File: config.mk
export PLATFORM = sky130hd
export DESIGN_NAME = rlcm_ctrl
export DESIGN_NICKNAME = d
export VERILOG_FILES = /design/src/sv/rlcm_pkg.sv /design/src/sv/rlcm_ctrl.sv
export SDC_FILE = /design/constraint.sdc
export NUM_CORES = 1
export LEC_CHECK = 0
export BUFFER_PORTS_ARGS = -buffer_cell sky130_fd_sc_hd__buf_2
export CORE_MARGIN = 1.5
export CORE_UTILIZATION = 46
export DETAILED_ROUTE_END_ITERATION = 10
export GPL_TIMING_DRIVEN = 1
export PLACE_DENSITY = 0.81
export SYNTH_ARGS = -nofsm -noshare
export SYNTH_HDL_FRONTEND = slang
export SYNTH_SLANG_ARGS = --single-unit
export TNS_END_PERCENT = 10
File: constraint.sdc
create_clock -name clock -period 1.79 [get_ports clock]
set_input_delay 0.0895 -clock clock [delete_from_list [all_inputs] [get_ports clock]]
set_output_delay 0.0895 -clock clock [all_outputs]
set_load 0.005 [all_outputs]
File: src/sv/rlcm_pkg.sv
// Shared types and constants for the range LCM segment tree block.
// Used by the combine unit, datapath, controller and top level.
`timescale 1ns / 1ps

package rlcm_pkg;

   // Tree geometry: leaves sit at MAX_ELEMENTS + index.
   localparam int MAX_ELEMENTS = 1024;
   localparam int NODE_COUNT   = 2 * MAX_ELEMENTS;
   localparam int NODE_W       = $clog2(NODE_COUNT);
   localparam int PTR_W        = NODE_W + 1;
   localparam int POS_W        = 10;
   localparam int CNT_W        = 11;
   localparam int ELEM_W       = 31;
   localparam int VAL_W        = 64;

   // Request codes.
   localparam logic REQ_WRITE = 1'b0;
   localparam logic REQ_QUERY = 1'b1;

   typedef struct packed {
      logic              req_type;
      logic [POS_W-1:0]  position;
      logic [POS_W-1:0]  range_end;
      logic [ELEM_W-1:0] element_value;
   } req_beat_type;

   typedef struct packed {
      logic [VAL_W-1:0] lcm_value;
      logic             overflow;
   } rsp_beat_type;

   // One tree node: value plus sticky overflow flag.
   typedef struct packed {
      logic             ov;
      logic [VAL_W-1:0] val;
   } node_type;

   localparam node_type NODE_ONE = '{ov: 1'b0, val: 64'd1};

   // Memory read address selection.
   typedef enum logic [1:0] {
      RD_LEFT,
      RD_RIGHT,
      RD_LPTR,
      RD_RPTR
   } rd_sel_type;

   // Commands from the controller to the datapath.
   typedef struct packed {
      logic       clr_wr;
      logic       capture;
      logic       wr_leaf;
      logic       wr_node;
      rd_sel_type rd_sel;
      logic       ld_a_mem;
      logic       ld_b_mem;
      logic       ld_a_acc;
      logic       comb_start;
      logic       acc_take;
      logic       idx_shift;
      logic       q_init;
      logic       l_inc;
      logic       r_dec;
      logic       lr_shift;
   } cmd_type;

   // Status from the datapath to the controller.
   typedef struct packed {
      logic is_write;
      logic in_range;
      logic q_empty;
      logic idx_zero;
      logic l_lt_r;
      logic l_odd;
      logic r_odd;
      logic clr_last;
      logic comb_done;
   } status_type;

endpackage

File: src/sv/rlcm_ctrl.sv
// Controller state machine: clearing pass, tree update walk and range query walk.
// Depends on rlcm_pkg for the command and status structs.
`timescale 1ns / 1ps

module rlcm_ctrl (
   input  logic                 clock,
   input  logic                 reset,
   input  logic                 start,
   output logic                 busy,
   output logic                 rsp_valid,
   output rlcm_pkg::cmd_type    cmd,
   input  rlcm_pkg::status_type status
);
   import rlcm_pkg::*;

   typedef enum logic [4:0] {
      S_CLEAR,
      S_IDLE,
      S_DISP,
      S_W_TEST,
      S_W_RDL,
      S_W_RDR,
      S_W_GETR,
      S_W_GO,
      S_W_COMB,
      S_Q_TEST,
      S_Q_LRD,
      S_Q_LGET,
      S_Q_LGO,
      S_Q_LCOMB,
      S_Q_RCHK,
      S_Q_RRD,
      S_Q_RGET,
      S_Q_RGO,
      S_Q_RCOMB
   } ctrl_state_type;

   ctrl_state_type state_ff;
   ctrl_state_type state_in;
   logic           busy_ff;
   logic           rsp_valid_ff;
   logic           resp_go;

   // Next state and commands.
   always_comb begin
      state_in = state_ff;
      resp_go  = 1'b0;
      cmd      = '0;
      cmd.rd_sel = RD_LEFT;
      unique case (state_ff)
         S_CLEAR: begin
            cmd.clr_wr = 1'b1;
            if (status.clr_last) begin
               state_in = S_IDLE;
            end
         end
         S_IDLE: begin
            if (start) begin
               cmd.capture = 1'b1;
               state_in    = S_DISP;
            end
         end
         S_DISP: begin
            if (status.is_write) begin
               if (status.in_range) begin
                  cmd.wr_leaf = 1'b1;
                  state_in    = S_W_TEST;
               end else begin
                  state_in = S_IDLE;
               end
            end else if (status.q_empty) begin
               resp_go  = 1'b1;
               state_in = S_IDLE;
            end else begin
               cmd.q_init = 1'b1;
               state_in   = S_Q_TEST;
            end
         end
         S_W_TEST: begin
            state_in = status.idx_zero ? S_IDLE : S_W_RDL;
         end
         S_W_RDL: begin
            cmd.rd_sel = RD_LEFT;
            state_in   = S_W_RDR;
         end
         S_W_RDR: begin
            cmd.rd_sel   = RD_RIGHT;
            cmd.ld_a_mem = 1'b1;
            state_in     = S_W_GETR;
         end
         S_W_GETR: begin
            cmd.ld_b_mem = 1'b1;
            state_in     = S_W_GO;
         end
         S_W_GO: begin
            cmd.comb_start = 1'b1;
            state_in       = S_W_COMB;
         end
         S_W_COMB: begin
            if (status.comb_done) begin
               cmd.wr_node   = 1'b1;
               cmd.idx_shift = 1'b1;
               state_in      = S_W_TEST;
            end
         end
         S_Q_TEST: begin
            if (!status.l_lt_r) begin
               resp_go  = 1'b1;
               state_in = S_IDLE;
            end else if (status.l_odd) begin
               state_in = S_Q_LRD;
            end else begin
               state_in = S_Q_RCHK;
            end
         end
         S_Q_LRD: begin
            cmd.rd_sel = RD_LPTR;
            state_in   = S_Q_LGET;
         end
         S_Q_LGET: begin
            cmd.ld_a_acc = 1'b1;
            cmd.ld_b_mem = 1'b1;
            cmd.l_inc    = 1'b1;
            state_in     = S_Q_LGO;
         end
         S_Q_LGO: begin
            cmd.comb_start = 1'b1;
            state_in       = S_Q_LCOMB;
         end
         S_Q_LCOMB: begin
            if (status.comb_done) begin
               cmd.acc_take = 1'b1;
               state_in     = S_Q_RCHK;
            end
         end
         S_Q_RCHK: begin
            if (status.r_odd) begin
               cmd.r_dec = 1'b1;
               state_in  = S_Q_RRD;
            end else begin
               cmd.lr_shift = 1'b1;
               state_in     = S_Q_TEST;
            end
         end
         S_Q_RRD: begin
            cmd.rd_sel = RD_RPTR;
            state_in   = S_Q_RGET;
         end
         S_Q_RGET: begin
            cmd.ld_a_acc = 1'b1;
            cmd.ld_b_mem = 1'b1;
            state_in     = S_Q_RGO;
         end
         S_Q_RGO: begin
            cmd.comb_start = 1'b1;
            state_in       = S_Q_RCOMB;
         end
         S_Q_RCOMB: begin
            if (status.comb_done) begin
               cmd.acc_take = 1'b1;
               cmd.lr_shift = 1'b1;
               state_in     = S_Q_TEST;
            end
         end
         default: state_in = S_IDLE;
      endcase
   end

   // State and registered outputs.
   always_ff @(posedge clock) begin
      if (reset) begin
         state_ff     <= S_CLEAR;
         busy_ff      <= 1'b1;
         rsp_valid_ff <= 1'b0;
      end else begin
         state_ff     <= state_in;
         busy_ff      <= (state_in != S_IDLE);
         rsp_valid_ff <= resp_go;
      end
   end

   assign busy      = busy_ff;
   assign rsp_valid = rsp_valid_ff;

   // An accepted beat makes the block busy on the next cycle.
   a_capture_busy: assert property (@(posedge clock) disable iff (reset)
      cmd.capture |=> busy_ff)
      else $error("block not busy after accepting a request");

   // A result is only presented while the block is idle.
   a_rsp_idle: assert property (@(posedge clock) disable iff (reset)
      rsp_valid_ff |-> !busy_ff)
      else $error("result strobe while busy");

   // A result strobe lasts exactly one cycle.
   a_rsp_pulse: assert property (@(posedge clock) disable iff (reset)
      rsp_valid_ff |=> !rsp_valid_ff)
      else $error("result strobe longer than one cycle");

endmodule

==> flow_metrics.tcl, run 1 <==
set metrics [dict create \
    status "finished clean" \
    cts_tree "done" \
    clock_latency_ps 250 \
    synthFlopType "dfxtp_1" \
    postCtsSetupBuffers 0 \
    powerDensity_nw_per_um2 429 \
    synth_fp_nets 135 \
    layout_common_cells "29 x buf_2, 18 x nor2_1, 11 x buf_4, 9 x nor2b_1" \
    antenna_cells 0 \
    layout_commonest_cell "buf_2" \
    syn_inst 123 \
    finalNetCount 168 \
    finalWeightedCongestion 0.921 \
    syn-mean-instance-area_um2 7.11 \
    drive_gt1_share_pct 34.2 \
    dieArea_um2 2170 \
    grt_start_max_net_pins 15 \
    core_um2 1760 \
    die_width_um 46.6 \
    cts_max_level 1 \
    syn_area_um2 875 \
    first_global_vias 922 \
    fin_crit_sh_pct 96.2 \
    report.final.setup_viol 0 \
    cts_resized 2 \
    fill_cells 162 \
    start_util_pct 49.6 \
    dr.pass1.iters 4 \
    finClkSkew_ps 0.424 \
    synth-seq-cells 7 \
    grt_pass1_wl_um 3890 \
    ys_types 43 \
    hold_path_class "primary input to register" \
    criticalPathCategory "register to register" \
    ys_async_sr_fraction_pct 0 \
    critPathBufInv 1 \
    synth_edf_count 0 \
    crit_family "compound AO/OA/AOI/OAI gates" \
    maxClockFrequency_mhz 581 \
    maxCapViolations 0 \
    dp_hpwl_um 2010 \
    peakVddDrop_mv 0.400 \
    wl_per_cell_um 14.4 \
    worstMarginPinSlew_ps 333 \
    num_io_pins 30 \
    fin_util_pct 63.3 \
    slowest_delay_ps 360 \
    cts-root-buf "clkbuf_4" \
    setup_tns_ps 0 \
    drc_errors 0 \
    cp_slowest_cell "dfxtp_1" \
    port-buffer-count 29 \
    cts.sinks 7 \
    relSlewSlack_pct 77.8 \
    vias 1051 \
    grt.overflow.total 0 \
    required_ps 1900 \
    globalRouteTotalUtil_pct 25.2 \
    yosys_warnings 0 \
    hold_viol_final 0 \
    cts_buffers 3 \
    die_y_um 46.6 \
    path_cells "buf_4 > a21boi_0 > o21a_1 > a2111oi_2 > and4bb_1 > nand4b_1" \
    end_kind "register" \
    busiest_layer "met2" \
    ant_nets 0 \
    use_met3_pct 2.35 \
    critPathMaxFanout 13 \
    p_leak_nw 0.504 \
    arrival_ps 1840 \
    use_met2_pct 41.4 \
    cts.hold.buffers_added 0 \
    ys_seq_area_share_pct 16.0 \
    use_met1_pct 32.6 \
    drv_slew 0 \
    period_needed_ps 1720 \
    antenna_found_initial 0 \
    routed_wl_um 2600 \
    area_delta_synth_final_pct 27.8 \
    register_area_um2 140 \
    cts_buffer_depth 2 \
    multi_input_area_um2 681 \
    setup.worst_path.start_class "register" \
    rsz0062_at_grt "true" \
    rows 15 \
    vias_per_cell 5.84 \
    clk_pin_slew_worst_paths_ps 50 \
    drt_iter0_drc 48 \
]
==> sequential cells by signal, indices dropped and copies added, names as in the netlist <==
signal and cells:
rsp_valid 1, state_ff 5, busy 1
==> cell type report <==
cell class                      instances  area share (%)
Clock buffer                            4            2.35
Inverter                                3            1.01
Multi-Input combinational cell        101            60.9
Sequential cell                         7            12.5
Tap cell                               25            2.80
Timing Repair Buffer                   40            20.4
==> where the power goes <==
part | switching [W] | internal (W)
logic | 0.0000905 | 0.0000717
clock network | 0.0000558 | 0.0000849
registers | 0.0000118 | 0.000165
total | 0.000158 | 0.000321
==> worst register-to-register path, cell delays in order, from the launching register on <==
cell       delay [ps]
dfxtp_1           360
buf_4             200
a21boi_0          130
o21a_1            190
a2111oi_2         350
and4bb_1          240
nand4b_1          110
==> synthesized netlist by cell type, drive strengths merged, types with 3 or more instances <==
library cell	number	share of area, %
nor3b	4	4.7
xor2	3	3.0
buf	10	7.3
a22oi	3	2.6
nand2b	5	3.6
a21oi	6	3.9
nand2	7	3.0
nand4b	3	3.0
nor2	19	8.2
dfxtp	7	16
nor2b	9	6.4
o21ai	7	4.0
inv	3	1.3
nor3	7	4.0
==> through the flow <==
stage	cells	total power (W)	cell area [µm²]	hold slack, ps	worst slack [ps]
after CTS	180	0.000481	1100	69.3	30.9
after floorplan	123	0.000277	875	161	203
final	180	0.000479	1120	76.5	68.6
after detailed placement	176	0.000334	1060	339	67.7
after global placement	176	0.000328	1060	340	119
after global routing	180	0.000505	1120	78.7	-10.7
==> metal layers <==
metal / vias to the layer above / routed length (µm)
met5: - / 0
met4: 0 / 49
met3: 4 / 159
met2: 53 / 1280
met1: 481 / 1100
li1: 513 / -
==> logic make-up (layout without fill, tap and decap cells) <==
kind of cell	Yosys count	count (layout)	share of synthesized area [%]
AO/OA/AOI/OAI	31	31	27.0
XOR/XNOR	3	3	3.00
buffers and inverters	15	47	9.44
flip-flops	7	7	16.0
multiplexers	1	1	1.14
AND/OR/NAND/NOR	66	66	43.3
==> worst paths after layout <==
kind	start	end	slack [ps]	cells past startpoint
worst max-delay path	state_ff[2]$_SDFF_PP0_	busy$_SDFF_PP1_	70	6
worst min-delay path	reset	state_ff[2]$_SDFF_PP0_	80	2
worst max register to register	state_ff[2]$_SDFF_PP0_	busy$_SDFF_PP1_	70	6
worst min register to register	state_ff[1]$_SDFF_PP0_	state_ff[3]$_SDFF_PP0_	710	2
No activity file was read; power rests on OpenSTA's default activity.
==> run 2: changes to the inputs <==
==> constraint.sdc (replaced) <==
create_clock -name clock -period 2.2 [get_ports clock]
set_input_delay 0.33 -clock clock [delete_from_list [all_inputs] [get_ports clock]]
set_output_delay 0.33 -clock clock [all_outputs]
set_load 0.005 [all_outputs]
==> run 2 against run 1 <==
Effect of this change:
- first-iteration DRC count down 23%
- final area down 6.5%
- power down 21%
- setup slack better by 92 ps
- register-to-register slack better by 190 ps
- largest power group unchanged
- wire length down 8.9%
- critical endpoint is now cmd[5]
- sequential power down 16%
- hold slack better by 250 ps
- non-clock buffer count down 6
- via count down 2.9%
==> flow_metrics.tcl, run 2 (same netlist as run 1, synthesis figures left out) <==
set metrics [dict create \
    hold_viol_final 0 \
    p_leak_nw 0.470 \
    antenna_cells 0 \
    path_cells "nand2_1 > nor2_1 > a22oi_1 > nor2b_1 > buf_2" \
    start_util_pct 49.6 \
    routed_wl_um 2360 \
    end_kind "output port" \
    vias_per_cell 5.86 \
    criticalPathCategory "register to output port" \
    cts_buffer_depth 2 \
    cts.hold.buffers_added 0 \
    fin_crit_sh_pct 92.7 \
    globalRouteTotalUtil_pct 22.9 \
    final_cells 174 \
    postCtsSetupBuffers 0 \
    clk_pin_slew_worst_paths_ps 50 \
    finalNetCount 162 \
    status "finished clean" \
    drv_slew 0 \
    cts_tree "done" \
    maxCapViolations 0 \
    cts_max_level 1 \
    finalWeightedCongestion 0.924 \
    drc_errors 0 \
    rows 15 \
    num_io_pins 30 \
    grt.overflow.total 0 \
    wl_per_cell_um 13.6 \
    powerDensity_nw_per_um2 365 \
    maxClockFrequency_mhz 490 \
    peakVddDrop_mv 0.322 \
    top_register "state_ff" \
    first_global_vias 812 \
    vias 1020 \
    worstMarginPinSlew_ps 419 \
    finClkSkew_ps 7.72 \
    drive_gt1_share_pct 29.5 \
    hold_path_class "primary input to register" \
    largest_register_ff_count 5 \
    antenna_found_initial 0 \
    rsz0062_at_grt "false" \
    cts_buffers 3 \
    cts.sinks 7 \
    arrival_ps 1710 \
    required_ps 1870 \
    post-place-ws_ps 283 \
    period_needed_ps 2040 \
    core_um2 1760 \
    relSlewSlack_pct 72.0 \
    critPathMaxFanout 11 \
    grt_pass1_wl_um 3510 \
    port-buffer-count 29 \
    cp_slowest_cell "dfxtp_1" \
    setup_tns_ps 0 \
    dieArea_um2 2170 \
    die_y_um 46.6 \
    area_delta_synth_final_pct 19.5 \
    layout_common_cells "29 x buf_2, 19 x nor2_1, 9 x nor2b_1, 7 x nor3_1, 7 x nand2_1" \
    clock_latency_ps 260 \
    fin_ws_ps 160 \
    die_width_um 46.6 \
    setup.worst_path.start_class "register" \
    grt_start_max_net_pins 18 \
    drt_iter0_drc 37 \
    cts-root-buf "clkbuf_4" \
    dr.pass1.iters 4 \
    place_inst 170 \
    ant_nets 0 \
    layout_commonest_cell "buf_2" \
    slowest_delay_ps 570 \
    report.final.setup_viol 0 \
    dp_hpwl_um 1780 \
]
==> run 2: cell types whose count changed in the layout (fill, tap and decap cells not counted), sizes merged <==
cell,delta
buf,-6
==> run 2: area by class of cell <==
class | instances | area [µm²]
Tap cell | 25 | 31.3
Multi-Input combinational cell | 101 | 652
Timing Repair Buffer | 34 | 183
Sequential cell | 7 | 141
Clock buffer | 4 | 26.3
Inverter | 3 | 11.3
Fill cell | 172 | 719
==> run 2: critical path, delay by kind of cell (launching register included) <==
| family | cells | cell delay, ps |
|---|---|---|
| AOI/OAI and AO/OA | 1 | 160 |
| buffers and inverters | 1 | 120 |
| DFF | 1 | 570 |
| and+or+nand+nor | 3 | 600 |
==> run 2: path summary, 6_finish.rpt <==
kind	depth (start not counted)	from	end	slack, ps
worst min register to register	3	state_ff[4]$_SDFF_PP0_	state_ff[1]$_SDFF_PP0_	800
worst max register to register	5	state_ff[2]$_SDFF_PP0_	busy$_SDFF_PP1_	260
worst max-delay path	5	state_ff[2]$_SDFF_PP0_	cmd[5]	160
worst min-delay path	2	reset	state_ff[3]$_SDFF_PP0_	320
==> run 2: through the flow <==
| stage | util, % | hold slack (ps) | total power [W] | cell area (µm²) |
|---|---|---|---|---|
| 6_report | 59.2 | 322 | 0.000381 | 1040 |
| 5_1_grt | 59.2 | 329 | 0.000407 | 1040 |
| 4_1_cts | 59.1 | 323 | 0.000382 | 1040 |
| 3_5_place_dp | 57.7 | 588 | 0.000264 | 1020 |
| 3_3_place_gp | 57.7 | 583 | 0.000262 | 1020 |
| 2_1_floorplan | - | 402 | 0.000226 | 875 |
==> run 2: repair_timing <==
| action | CTS | global route |
|---|---|---|
| resized for setup | 0 | 1 |
| hold endpoints to repair | 0 | 0 |
| setup endpoints to repair | 0 | 1 |
==> run 2: metal layers <==
layer  vias to the layer above  share of wire (%)  global-route usage (%)
li1                        501                  -                       -
met1                       460                 42                    29.4
met2                        50                 47                    36.1
met3                         9                8.6                    3.14
met4                         0                2.8                    13.1
met5                         -                  0                       0
==> run 2: report_power, final <==
group          internal, W  switching [W]
registers         0.000134      0.0000135
logic            0.0000522      0.0000638
clock network    0.0000693      0.0000484
==> run 3: changes to the inputs <==
- ABC_AREA: not set -> 1
- PLACE_DENSITY: 0.81 -> 0.82
==> run 3 against run 2 <==
Effect of this change:
- global-route usage grew 2.6 points
- fmax grew 1.0%
- via count grew 13%
- non-clock buffer count shrank 5
- clock-buffer cell count is the same
- synthesized area shrank 7.3%
- combinational power grew 100%
- final cell count grew 20%
- synthesized cell count grew 32%
- clock skew shrank 4.7 ps
- critical path type unchanged
==> flow_metrics.tcl, run 3 <==
set metrics [dict create \
    status "finished clean" \
    yosys-top-cells-count "50 x nand2_1, 39 x nor2_1, 16 x nand3_1" \
    syn_inst 162 \
    multi_input_area_um2 562 \
    cts.sinks 7 \
    synth_fp_nets 174 \
    cts_tree "done" \
    hold_path_class "primary input to register" \
    routed_wl_um 2500 \
    setup.worst_path.start_class "register" \
    cts_resized 0 \
    drv_slew 0 \
    antenna_cells 0 \
    peakVddDrop_mv 0.540 \
    power_frac_clock_pct 22.2 \
    synthTopCellsByArea "nand2_1 23%, nor2_1 18%, dfxtp_1 17%" \
    dieArea_um2 2020 \
    fill_cells 160 \
    ys_seq_area_share_pct 17.3 \
    place_inst 205 \
    post-synth-top-count-cell "nand2_1" \
    clk_pin_slew_worst_paths_ps 50 \
    criticalPathCategory "register to output port" \
    syn-mean-instance-area_um2 5.00 \
    post-place-ws_ps 545 \
    num_io_pins 30 \
    vias_per_cell 5.50 \
    fin_ws_ps 181 \
    wl_per_cell_um 12.0 \
    cp_common_cell "inv_2" \
    dr.pass1.iters 4 \
    worstMarginPinSlew_ps 332 \
    yosys_warnings 0 \
    antenna_found_initial 0 \
    ant_nets 0 \
    final_cells 209 \
    clock_latency_ps 250 \
    finClkSkew_ps 3.06 \
    synth_edf_count 0 \
    hold_viol_final 0 \
    critPathBufInv 3 \
    path_cells "nor2_4 > inv_2 > nor2_1 > inv_2 > nor3_1 > buf_2" \
    grt_start_max_net_pins 10 \
    critPathMaxFanout 9 \
    cts_buffers 3 \
    cts.hold.buffers_added 0 \
    synth_area_leader_cell "nand2_1" \
    yosys.area.top_type_share_pct 23.1 \
    largest_register_ff_count 5 \
    arrival_ps 1690 \
    power.internal_w 0.000293 \
    crit_family "simple AND/OR/NAND/NOR gates" \
    die_y_um 45.0 \
    fin_crit_sh_pct 91.8 \
    report.final.setup_viol 0 \
    core_um2 1580 \
    switching_share_pct 42.9 \
    area_delta_synth_final_pct 21.8 \
    setup_tns_ps 0 \
    required_ps 1870 \
    fin_util_pct 62.6 \
    globalRouteTotalUtil_pct 25.5 \
    cts_max_level 1 \
    p_total_w 0.000514 \
    dp_hpwl_um 2030 \
    cp_slowest_cell "dfxtp_1" \
    pwr-share-comb_pct 45.8 \
    register_area_um2 140 \
    postCtsSetupBuffers 0 \
    end_kind "output port" \
    first_global_vias 908 \
    maxClockFrequency_mhz 495 \
    drive_gt1_share_pct 28.5 \
    ys_async_sr_fraction_pct 0 \
    layout_common_cells "50 x nand2_1, 39 x nor2_1, 29 x buf_2, 16 x nand3_1, 13 x inv_1" \
    die_width_um 45.0 \
    grt_pass1_wl_um 3830 \
    relSlewSlack_pct 77.9 \
    start_util_pct 51.4 \
    drt_iter0_drc 65 \
    seq_power_share_pct 32.0 \
    ys_types 17 \
    drc_errors 0 \
    top_register "state_ff" \
    powerDensity_nw_per_um2 521 \
    grt.overflow.total 0 \
    finalWeightedCongestion 0.976 \
    switching_power_w 0.000221 \
    rsz0062_at_grt "false" \
    maxCapViolations 0 \
    synthFlopType "dfxtp_1" \
    period_needed_ps 2020 \
    rows 14 \
    port-buffer-count 29 \
    cts_buffer_depth 2 \
    cts-root-buf "clkbuf_4" \
    finalNetCount 206 \
    layout_commonest_cell "nand2_1" \
    vias 1149 \
    synth-seq-cells 7 \
    p_leak_nw 0.688 \
    slowest_delay_ps 380 \
    syn_area_um2 811 \
]
-- run 3: changes by cell type in the layout (fill, tap and decap cells not counted), sizes merged, moves of 6 or more --
cell	previous run	this run
inv	3	25
nand2	7	52
nand3	2	18
nor2	19	46
nor2b	9	0
o21ai	7	1
-- run 3: worst register-to-register path, delay by kind of cell (launching register included) --
kind | cells | cell delay [ps]
buffers and inverters | 2 | 160
AND/OR/NAND/NOR | 9 | 890
flip-flops | 1 | 510
-- run 3: cell families (layout without fill, tap and decap cells) --
group / Yosys count / after routing / synth area share [%]
buffers and inverters: 27 / 58 / 13.4
DFF: 7 / 7 / 17.3
and+or+nand+nor: 121 / 121 / 64.8
AOI/OAI and AO/OA: 7 / 7 / 4.47
-- run 3: area by class of cell --
cell class	count	area share, %
Clock buffer	4	2.66
Inverter	25	9.51
Tap cell	16	2.03
Multi-Input combinational cell	128	56.9
Sequential cell	7	14.2
Timing Repair Buffer	29	14.7
-- run 3: through the flow --
step	hold slack, ps	area, µm²
after detailed placement	588	961
after global routing	334	987
after floorplan	399	811
final	336	987
after global placement	584	961
after CTS	324	987
-- run 3: routing by layer --
| layer | share of wire [%] | routed length, µm | GRT usage [%] |
|---|---|---|---|
| met2 | 45 | 1120 | 38.9 |
| met3 | 12 | 309 | 6.00 |
| met4 | 4.6 | 114 | 7.65 |
| met1 | 38 | 956 | 35.6 |
| met5 | 0 | 0 | 0 |
-- run 3: power by group through the flow --
stage / registers [W] / logic (W) / clock network [W]
5_1_grt: 0.000165 / 0.000262 / 0.000123
2_1_floorplan: 0.000162 / 0.000160 / 0
3_5_place_dp: 0.000166 / 0.000231 / 0
6_report: 0.000164 / 0.000235 / 0.000114
3_3_place_gp: 0.000165 / 0.000229 / 0
4_1_cts: 0.000164 / 0.000233 / 0.000118
-- run 3: path summary, 6_finish.rpt --
check | startpoint | end | slack, ps | depth (start not counted)
max | state_ff[3]$_SDFF_PP0_ | cmd[3] | 180 | 6
min | reset | state_ff[1]$_SDFF_PP0_ | 340 | 2
max reg2reg | state_ff[4]$_SDFF_PP0_ | busy$_SDFF_PP1_ | 510 | 11
min reg2reg | state_ff[4]$_SDFF_PP0_ | state_ff[4]$_SDFF_PP0_ | 840 | 4
